`src/hdl/inode_block_map_walker_unit_macros.svh`:
```
// Assertion macros for the block map walker.
// Used by the walker and top-level modules; no other dependencies.
`ifndef INODE_BLOCK_MAP_WALKER_UNIT_MACROS_SVH
`define INODE_BLOCK_MAP_WALKER_UNIT_MACROS_SVH
`ifndef SYNTH
// Checked property, ignored while reset is high
`define IMBW_ASSERT(lbl, clk, rst, prop) \
  lbl: assert property (@(posedge clk) disable iff (rst) prop) \
    else $error("imbw assertion failed");
// Checked property, also checked during reset
`define IMBW_ASSERT_ALWAYS(lbl, clk, prop) \
  lbl: assert property (@(posedge clk) prop) \
    else $error("imbw assertion failed");
`else
`define IMBW_ASSERT(lbl, clk, rst, prop)
`define IMBW_ASSERT_ALWAYS(lbl, clk, prop)
`endif
`endif

```
`src/hdl/imbw_pkg.sv`:
```
// Types and constants shared by the block map walker modules.
// No dependencies.
package imbw_pkg;

  localparam int PTR_W  = 32;
  localparam int WORD_W = 14;
  localparam int REM_W  = 28;
  localparam int LBS_W  = 3;

  localparam logic [LBS_W-1:0] LBS_RESET = 3'd2;
  localparam logic [LBS_W-1:0] LBS_MAX   = 3'd6;
  localparam logic [3:0]       BASE_K    = 4'd8;

  // Item kind codes
  localparam logic [1:0] KIND_LOAD     = 2'd0;
  localparam logic [1:0] KIND_LOOKUP   = 2'd1;
  localparam logic [1:0] KIND_RESPONSE = 2'd2;

  // Result kind codes
  localparam logic RK_REQUEST = 1'b0;
  localparam logic RK_ANSWER  = 1'b1;

  // Status codes
  localparam logic [1:0] ST_OK     = 2'd0;
  localparam logic [1:0] ST_RANGE  = 2'd1;
  localparam logic [1:0] ST_RDERR  = 2'd2;
  localparam logic [1:0] ST_BUSY   = 2'd3;

  // Indirect levels below the pending read
  localparam logic [1:0] LV_NONE   = 2'd0;
  localparam logic [1:0] LV_ONE    = 2'd1;
  localparam logic [1:0] LV_TWO    = 2'd2;

  typedef struct packed {
    logic [1:0]       kind;
    logic [3:0]       slot;
    logic [PTR_W-1:0] value;
    logic [PTR_W-1:0] logical_block;
    logic             read_failed;
  } item_t;

  typedef struct packed {
    logic              result_kind;
    logic [PTR_W-1:0]  block_number;
    logic [WORD_W-1:0] word_index;
    logic [1:0]        status;
  } result_t;

  // Per-beat control from the top level to the walker
  typedef struct packed {
    logic             step;
    logic [LBS_W-1:0] log_block_size;
  } walk_ctl_t;

  // Pointer slot write
  typedef struct packed {
    logic             en;
    logic [3:0]       slot;
    logic [PTR_W-1:0] data;
  } slot_wr_t;

endpackage

```
`src/hdl/imbw_slots.sv`:
```
// Pointer slot register file: direct, single, double and triple pointers.
// Depends on imbw_pkg.
module imbw_slots #(
  parameter int DIRECT_SLOTS = 12
) (
  input  logic                              clk,
  input  imbw_pkg::slot_wr_t                wr,
  input  logic [$clog2(DIRECT_SLOTS+3)-1:0] rd_addr,
  output logic [imbw_pkg::PTR_W-1:0]        rd_data
);

  localparam int SLOT_COUNT = DIRECT_SLOTS + 3;
  localparam int SLOT_AW    = $clog2(SLOT_COUNT);

  logic [imbw_pkg::PTR_W-1:0] slots [SLOT_COUNT];

  // Write a loaded pointer; drop loads beyond the last slot
  always_ff @(posedge clk) begin
    if (wr.en && (wr.slot < 4'(SLOT_COUNT))) begin
      slots[wr.slot[SLOT_AW-1:0]] <= wr.data;
    end
  end

  // Read one slot; compare one bit wider so the slot count always fits
  assign rd_data = ({1'b0, rd_addr} < (SLOT_AW+1)'(SLOT_COUNT)) ? slots[rd_addr] : '0;

endmodule

```
`src/hdl/imbw_walker.sv`:
```
// Lookup decode and indirect walk state; produces at most one result per beat.
// Depends on imbw_pkg and the assertion macro header.
`include "inode_block_map_walker_unit_macros.svh"
module imbw_walker #(
  parameter int DIRECT_SLOTS = 12
) (
  input  logic                              clk,
  input  logic                              rst,
  input  imbw_pkg::walk_ctl_t               ctl,
  input  imbw_pkg::item_t                   item,
  output logic [$clog2(DIRECT_SLOTS+3)-1:0] rd_addr,
  input  logic [imbw_pkg::PTR_W-1:0]        rd_data,
  output logic                              res_valid,
  output imbw_pkg::result_t                 res
);

  localparam int SLOT_AW = $clog2(DIRECT_SLOTS + 3);
  localparam logic [SLOT_AW-1:0] SINGLE_SLOT = SLOT_AW'(DIRECT_SLOTS);
  localparam logic [SLOT_AW-1:0] DOUBLE_SLOT = SLOT_AW'(DIRECT_SLOTS + 1);
  localparam logic [SLOT_AW-1:0] TRIPLE_SLOT = SLOT_AW'(DIRECT_SLOTS + 2);

  logic                       busy, busy_next;
  logic [1:0]                 levels, levels_next;
  logic [imbw_pkg::REM_W-1:0] rem, rem_next;

  logic [imbw_pkg::LBS_W-1:0] lbs_eff;
  logic [3:0]                 k;
  logic [4:0]                 k2;
  logic [5:0]                 k3;
  logic [imbw_pkg::REM_W-1:0] mask1, mask2;
  logic [imbw_pkg::PTR_W-1:0] n, n1, n2, n3;
  logic [imbw_pkg::PTR_W-1:0] idx2, idx3;
  logic [imbw_pkg::REM_W-1:0] rem_hi;
  logic                       is_direct, in_single, in_double, in_triple;

  // Index bits per level; codes above the largest size count as the largest
  assign lbs_eff = (ctl.log_block_size > imbw_pkg::LBS_MAX) ?
                   imbw_pkg::LBS_MAX : ctl.log_block_size;
  assign k     = imbw_pkg::BASE_K + {1'b0, lbs_eff};
  assign k2    = {k, 1'b0};
  assign k3    = {1'b0, k2} + {2'b00, k};
  assign mask1 = (imbw_pkg::REM_W'(1) << k) - imbw_pkg::REM_W'(1);
  assign mask2 = (imbw_pkg::REM_W'(1) << k2) - imbw_pkg::REM_W'(1);

  // Range split of the logical block, compared exactly
  assign n         = item.logical_block;
  assign is_direct = n < imbw_pkg::PTR_W'(DIRECT_SLOTS);
  assign n1        = n - imbw_pkg::PTR_W'(DIRECT_SLOTS);
  assign in_single = (n1 >> k) == '0;
  assign n2        = n1 - (imbw_pkg::PTR_W'(1) << k);
  assign in_double = (n2 >> k2) == '0;
  assign n3        = n2 - (imbw_pkg::PTR_W'(1) << k2);
  assign in_triple = (n3 >> k3) == '0;
  assign idx2      = n2 >> k;
  assign idx3      = n3 >> k2;
  assign rem_hi    = rem >> k;

  // Decode one item into a result and the next walk state
  always_comb begin
    res_valid   = 1'b0;
    res         = '0;
    busy_next   = busy;
    levels_next = levels;
    rem_next    = rem;
    rd_addr     = n[SLOT_AW-1:0];
    unique case (item.kind)
      imbw_pkg::KIND_LOOKUP: begin
        res_valid = 1'b1;
        res.result_kind = imbw_pkg::RK_ANSWER;
        if (busy) begin
          res.status = imbw_pkg::ST_BUSY;
        end else if (is_direct) begin
          res.block_number = rd_data;
        end else if (in_single) begin
          rd_addr          = SINGLE_SLOT;
          res.result_kind  = imbw_pkg::RK_REQUEST;
          res.block_number = rd_data;
          res.word_index   = n1[imbw_pkg::WORD_W-1:0];
          busy_next        = 1'b1;
          levels_next      = imbw_pkg::LV_NONE;
          rem_next         = '0;
        end else if (in_double) begin
          rd_addr          = DOUBLE_SLOT;
          res.result_kind  = imbw_pkg::RK_REQUEST;
          res.block_number = rd_data;
          res.word_index   = idx2[imbw_pkg::WORD_W-1:0];
          busy_next        = 1'b1;
          levels_next      = imbw_pkg::LV_ONE;
          rem_next         = n2[imbw_pkg::REM_W-1:0] & mask1;
        end else if (in_triple) begin
          rd_addr          = TRIPLE_SLOT;
          res.result_kind  = imbw_pkg::RK_REQUEST;
          res.block_number = rd_data;
          res.word_index   = idx3[imbw_pkg::WORD_W-1:0];
          busy_next        = 1'b1;
          levels_next      = imbw_pkg::LV_TWO;
          rem_next         = n3[imbw_pkg::REM_W-1:0] & mask2;
        end else begin
          res.status = imbw_pkg::ST_RANGE;
        end
      end
      imbw_pkg::KIND_RESPONSE: begin
        if (busy) begin
          res_valid = 1'b1;
          if (item.read_failed || (levels == imbw_pkg::LV_NONE)) begin
            // End the walk with the final answer or a read error
            res.result_kind  = imbw_pkg::RK_ANSWER;
            res.block_number = item.read_failed ? '0 : item.value;
            res.status       = item.read_failed ? imbw_pkg::ST_RDERR : imbw_pkg::ST_OK;
            busy_next        = 1'b0;
            levels_next      = imbw_pkg::LV_NONE;
            rem_next         = '0;
          end else begin
            // Descend one level and request the next pointer
            res.result_kind  = imbw_pkg::RK_REQUEST;
            res.block_number = item.value;
            if (levels == imbw_pkg::LV_TWO) begin
              res.word_index = rem_hi[imbw_pkg::WORD_W-1:0];
              levels_next    = imbw_pkg::LV_ONE;
              rem_next       = rem & mask1;
            end else begin
              res.word_index = rem[imbw_pkg::WORD_W-1:0];
              levels_next    = imbw_pkg::LV_NONE;
              rem_next       = '0;
            end
          end
        end
      end
      default: begin
      end
    endcase
  end

  // Advance the walk state once per processed beat
  always_ff @(posedge clk) begin
    if (rst) begin
      busy   <= 1'b0;
      levels <= imbw_pkg::LV_NONE;
      rem    <= '0;
    end else if (ctl.step) begin
      busy   <= busy_next;
      levels <= levels_next;
      rem    <= rem_next;
    end
  end

  `IMBW_ASSERT(a_idle_no_levels, clk, rst, !busy |-> (levels == imbw_pkg::LV_NONE) && (rem == '0))
  `IMBW_ASSERT(a_fail_ends_walk, clk, rst, ctl.step && (item.kind == imbw_pkg::KIND_RESPONSE) && item.read_failed |=> !busy)
  `IMBW_ASSERT(a_reject_keeps_walk, clk, rst, ctl.step && (item.kind == imbw_pkg::KIND_LOOKUP) && busy |=> busy && (levels == $past(levels)) && (rem == $past(rem)))

endmodule

```
`src/hdl/imbw_outreg.sv`:
```
// Result register between the walker and the result channel.
// Depends on imbw_pkg.
module imbw_outreg (
  input  logic              clk,
  input  logic              rst,
  input  logic              load,
  input  imbw_pkg::result_t d,
  input  logic              stall,
  output logic              room,
  output logic              valid,
  output imbw_pkg::result_t q
);

  // Free when empty or when the held beat leaves this cycle
  assign room = !valid || !stall;

  // Hold the valid flag until the beat is taken
  always_ff @(posedge clk) begin
    if (rst) begin
      valid <= 1'b0;
    end else if (load) begin
      valid <= 1'b1;
    end else if (!stall) begin
      valid <= 1'b0;
    end
  end

  // Capture the payload
  always_ff @(posedge clk) begin
    if (load) begin
      q <= d;
    end
  end

endmodule

```
`src/hdl/inode_block_map_walker_unit.sv`:
```
// Block map walker: translates a file's logical block into a physical block.
// Depends on imbw_pkg, imbw_slots, imbw_walker, imbw_outreg and the macro header.
// One item is accepted per clock cycle while the result side keeps up; each
// item is held in the input register and its result, if any, is then loaded
// into the result register. A lookup in the direct range answers from the
// slot registers; an indirect lookup issues one read request and then one
// more for each further indirect level as each response item arrives, so its
// total time is set by the round trips of the memory that serves those reads.
// The pointer slots have no reset and must be loaded before a lookup reads them.
// The configuration port is always ready and takes effect on the next item.
`include "inode_block_map_walker_unit_macros.svh"
module inode_block_map_walker_unit #(
  parameter int DIRECT_SLOTS = 12
) (
  input  logic                             clk,
  input  logic                             rst,
  input  logic                             item_valid,
  output logic                             item_stall,
  input  imbw_pkg::item_t                  item,
  output logic                             result_valid,
  input  logic                             result_stall,
  output imbw_pkg::result_t                result,
  input  logic                             cfg_valid,
  output logic                             cfg_ready,
  input  logic [imbw_pkg::LBS_W-1:0]       cfg_data
);

  localparam int SLOT_AW = $clog2(DIRECT_SLOTS + 3);

  logic                       s1_valid;
  imbw_pkg::item_t            s1_item;
  logic                       s1_adv;
  logic [imbw_pkg::LBS_W-1:0] log_block_size;
  imbw_pkg::walk_ctl_t        ctl;
  imbw_pkg::slot_wr_t         slot_wr;
  logic [SLOT_AW-1:0]         rd_addr;
  logic [imbw_pkg::PTR_W-1:0] rd_data;
  logic                       res_valid;
  imbw_pkg::result_t          res;
  logic                       room;

  // Configuration register, always ready
  assign cfg_ready = 1'b1;
  always_ff @(posedge clk) begin
    if (rst) begin
      log_block_size <= imbw_pkg::LBS_RESET;
    end else if (cfg_valid && cfg_ready) begin
      log_block_size <= cfg_data;
    end
  end

  // Move the held item on unless its result has nowhere to go
  assign s1_adv     = s1_valid && (!res_valid || room);
  assign item_stall = s1_valid && !s1_adv;

  // Input register
  always_ff @(posedge clk) begin
    if (rst) begin
      s1_valid <= 1'b0;
    end else if (!item_stall) begin
      s1_valid <= item_valid;
    end
  end

  always_ff @(posedge clk) begin
    if (item_valid && !item_stall) begin
      s1_item <= item;
    end
  end

  assign ctl.step           = s1_adv;
  assign ctl.log_block_size = log_block_size;

  assign slot_wr.en   = s1_adv && (s1_item.kind == imbw_pkg::KIND_LOAD);
  assign slot_wr.slot = s1_item.slot;
  assign slot_wr.data = s1_item.value;

  imbw_slots #(
    .DIRECT_SLOTS(DIRECT_SLOTS)
  ) u_slots (
    .clk     (clk),
    .wr      (slot_wr),
    .rd_addr (rd_addr),
    .rd_data (rd_data)
  );

  imbw_walker #(
    .DIRECT_SLOTS(DIRECT_SLOTS)
  ) u_walker (
    .clk       (clk),
    .rst       (rst),
    .ctl       (ctl),
    .item      (s1_item),
    .rd_addr   (rd_addr),
    .rd_data   (rd_data),
    .res_valid (res_valid),
    .res       (res)
  );

  imbw_outreg u_outreg (
    .clk   (clk),
    .rst   (rst),
    .load  (s1_adv && res_valid),
    .d     (res),
    .stall (result_stall),
    .room  (room),
    .valid (result_valid),
    .q     (result)
  );

  `IMBW_ASSERT_ALWAYS(a_stall_needs_item, clk, item_stall |-> s1_valid)

endmodule
```
`config.mk`:
```
export PLATFORM = sky130hd
export DESIGN_NAME = inode_block_map_walker_unit
export DESIGN_NICKNAME = d
export VERILOG_FILES = /design/src/hdl/imbw_pkg.sv /design/src/hdl/imbw_slots.sv /design/src/hdl/imbw_walker.sv /design/src/hdl/imbw_outreg.sv /design/src/hdl/inode_block_map_walker_unit.sv
export VERILOG_INCLUDE_DIRS = /design/src /design/src/hdl
export SDC_FILE = /design/constraint.sdc
export NUM_CORES = 1
export LEC_CHECK = 0
export ABC_CLOCK_PERIOD_IN_PS = 20300
export BUFFER_PORTS_ARGS = -buffer_cell sky130_fd_sc_hd__buf_2
export CAP_MARGIN = 20
export CORE_MARGIN = 3
export CORE_UTILIZATION = 55
export CTS_CLUSTER_SIZE = 25
export DETAILED_ROUTE_END_ITERATION = 8
export PLACE_DENSITY = 0.8
export SLEW_MARGIN = 0
export SYNTH_ARGS = -nofsm -noshare
export SYNTH_HDL_FRONTEND = slang
export SYNTH_SLANG_ARGS = --single-unit
```
`constraint.sdc`:
```
create_clock -name clk -period 20.3 [get_ports clk]
set_input_delay 1.015 -clock clk [delete_from_list [all_inputs] [get_ports clk]]
set_output_delay 1.015 -clock clk [all_outputs]
set_load 0.05 [all_outputs]
```
==> flow_metrics.env <==
export IMPL_fin_tns_setup_ps=0
export IMPL_slew_viol_final=0
export IMPL_clock_path_buffers=3
export IMPL_tightest_slew_ps=1180
export IMPL_utilization=0.626
export IMPL_layout_common_cells="edfxtp_1, nand2_1, mux2i_1"
export IMPL_synth_edf_count=600
export IMPL_synth_cell_type_count=115
export IMPL_cpPeakStageDelay_ps=710
export IMPL_yosysSeqAreaShare=0.588
export IMPL_totalWireLength_mm=103
export IMPL_busiest_layer="met2"
export IMPL_path_clk_slew_ps=60
export IMPL_num_vias=24000
export IMPL_peakVddDrop_uv=79.9
export IMPL_cp_data_required_time_ps=20660
export IMPL_cts_buffers_inserted=67
export IMPL_clock_latency_ps=630
export IMPL_synth_nets=2712
export IMPL_syn_inst=2610
export IMPL_use_met2=0.520
export IMPL_holdBufCountCts=0
export IMPL_synth_flop_cell="edfxtp_1"
export IMPL_final_nets=2788
export IMPL_wl_per_cell_um=29.4
export IMPL_finClkSkew_ps=32.9
export IMPL_setup_viol=0
export IMPL_postCtsSetupBuffers=0
export IMPL_p_leak_nw=12.1
export IMPL_timing_hold_violations_final=0
export IMPL_drcViolationCount=0
export IMPL_pre_cts_ws_ps=7620
export IMPL_cts_tree="done"
export IMPL_grt_use_total=0.333
export IMPL_met1_usage=0.455
export IMPL_yosys_warnings=0
export IMPL_drt_iter0_markers=3128
export IMPL_grt_pass1_wl_mm=150
export IMPL_status="finished, final reports clean"
export IMPL_startpoint_type="flop"
export IMPL_max_slew_margin=0.208
export IMPL_nFillCells=4291
export IMPL_worst_slack_ps=7400
export IMPL_path_max_fanout=71
export IMPL_die_y_um=247
export IMPL_clkSinkCount=636
export IMPL_firstDrtPassIters=6
export IMPL_first_global_vias=23300
export IMPL_rsz0062_at_grt="no"
export IMPL_hp_class="flop to flop"
export IMPL_port_buffers=129
export IMPL_antenna_found_initial=1
export IMPL_path_buf_inv=5
export IMPL_placed_area_um2=33200
export IMPL_cts_resized=0
export IMPL_synth_top_area_frac=0.565
export IMPL_synth_area_leaders="edfxtp_1, mux2i_1, nand2_1, dfxtp_1, nor3_1"
export IMPL_overflow=0
export IMPL_grt_util_met3=0.0695
export IMPL_num_rows=87
export IMPL_n_antenna_cell=0
export IMPL_avgSynthCellArea_um2=12.2
export IMPL_p_per_area_nw_per_um2=94.7
export IMPL_final_common_cell="edfxtp_1"
export IMPL_dp_hpwl_mm=64.1
export IMPL_start_util=0.561
export IMPL_crit_top_cell="buf_4"
export IMPL_die_width_um=247
export IMPL_fmax_mhz=77.5
export IMPL_area_growth_pct=11.6
export IMPL_path_delay_family="compound AO/OA/AOI/OAI gates"
export IMPL_layout_min_cycle_time_ps=12900
export IMPL_grt_max_degree=177
export IMPL_drive_above_1_share=0.158
export IMPL_post_route_period_util=0.635
export IMPL_async_flop_share=0
export IMPL_cap_violations=0
export IMPL_criticalPathCategory="flop to flop"
export IMPL_htreeDepth=3
export IMPL_vias_per_cell=6.88
export IMPL_crit_slowest_cell="a2111oi_0"
export IMPL_worstSetupEndpointType="flop"
export IMPL_core_area_um2=56800
export IMPL_io_pins=131
export IMPL_arrival_ps=13250
export IMPL_dieArea_um2=60900
export IMPL_drtAntennaViolNets=0
export IMPL_root_buffer="clkbuf_16"
export IMPL_place_congestion=0.994
export IMPL_fin_cells=3494
export IMPL_synth_top_area_cell="edfxtp_1"
export IMPL_dp_cells=3370
export IMPL_ys_seq_elements=636
export IMPL_synth_area_um2=31900
export IMPL_fin_area_um2=35600
worst register-to-register path, delay by kind of cell, from the launching register on:
kind | cells | cell delay [ps]
flops | 1 | 310
simple gates | 12 | 3630
mux | 1 | 360
xor+xnor | 1 | 430
buf+inv | 5 | 2910
fa+ha+maj | 3 | 1340
compound gates | 12 | 3670
logic make-up (layout without fill, tap and decap cells):
family | after synthesis | count (layout) | share of synthesized area
fa+ha+maj | 26 | 26 | 0.0102
compound gates | 605 | 605 | 0.138
flops | 636 | 636 | 0.588
simple gates | 775 | 775 | 0.123
xor+xnor | 56 | 56 | 0.0175
mux | 268 | 268 | 0.0896
buf+inv | 243 | 371 | 0.0337
other cells | 1 | 1 | 0.000118
per-stage QoR:
step                hold slack, ps  total power [mW]
floorplan                      439              1.91
global placement               473              2.09
detailed placement             481              2.10
CTS                            492              3.36
global route                   502              3.47
finish                         489              3.37
flip-flops by register name (all words and copies together) (netlist names):
signal / count
s1_item: 71
u_outreg.q: 49
u_walker.busy: 1
log_block_size: 3
u_walker.rem: 28
s1_valid: 1
u_walker.levels: 2
u_outreg.valid: 1
u_slots.slots: 480
final timing paths:
| check | startpoint | to | slack, ps | cells after the start |
|---|---|---|---|---|
| max | log_block_size[1] | u_outreg.q[32] | 7400 | 34 |
| min | u_walker.rem[7] | u_walker.rem[7] | 490 | 1 |
| max reg2reg | log_block_size[1] | u_outreg.q[32] | 7400 | 34 |
| min reg2reg | u_walker.rem[7] | u_walker.rem[7] | 490 | 1 |
cell type report:
type | instances | area [µm²] | area share
clock inverters | 39 | 542 | 0.0152
clock buffers | 82 | 1750 | 0.0493
flip-flops and latches | 636 | 18700 | 0.527
repair buffers | 184 | 1100 | 0.0308
multi-input cells | 1731 | 12300 | 0.345
well taps | 756 | 946 | 0.0266
inverters | 66 | 248 | 0.00696
per-layer routing:
layer	vias up	share of wire
met1	11800	0.39
met3	256	0.11
met2	1580	0.46
met5	-	0.00016
li1	10400	-
met4	2	0.039
synth_stat cells (14+ instances only):
master and instances:
mux2_2 49, o2111ai_1 69, buf_4 16, and2_1 17
o21ai_1 25, inv_1 61, a21oi_1 90, or3_1 20
o211ai_1 24, a211oi_1 25, o22ai_1 19, nor3_1 121
clkbuf_1 92, nand2_1 206, buf_1 16, a31oi_1 53
nand3_1 59, nor4_1 14, nor2_1 147, dfxtp_1 36
ha_1 22, a221oi_1 18, mux2i_1 200, buf_2 47
nand2b_1 44, xnor2_1 39, nand4_1 48, edfxtp_1 600
o21ai_0 90, o21a_1 20
power by group:
part           internal, mW  switching (mW)  total, mW  leakage, nW
Combinational         0.195           0.402      0.596         5.20
Clock                 0.743           0.531       1.27         1.11
Sequential             1.46          0.0362       1.50         5.79
Total                  2.40           0.969       3.37         12.1
Note: power is estimated with default switching activity, not from simulation.
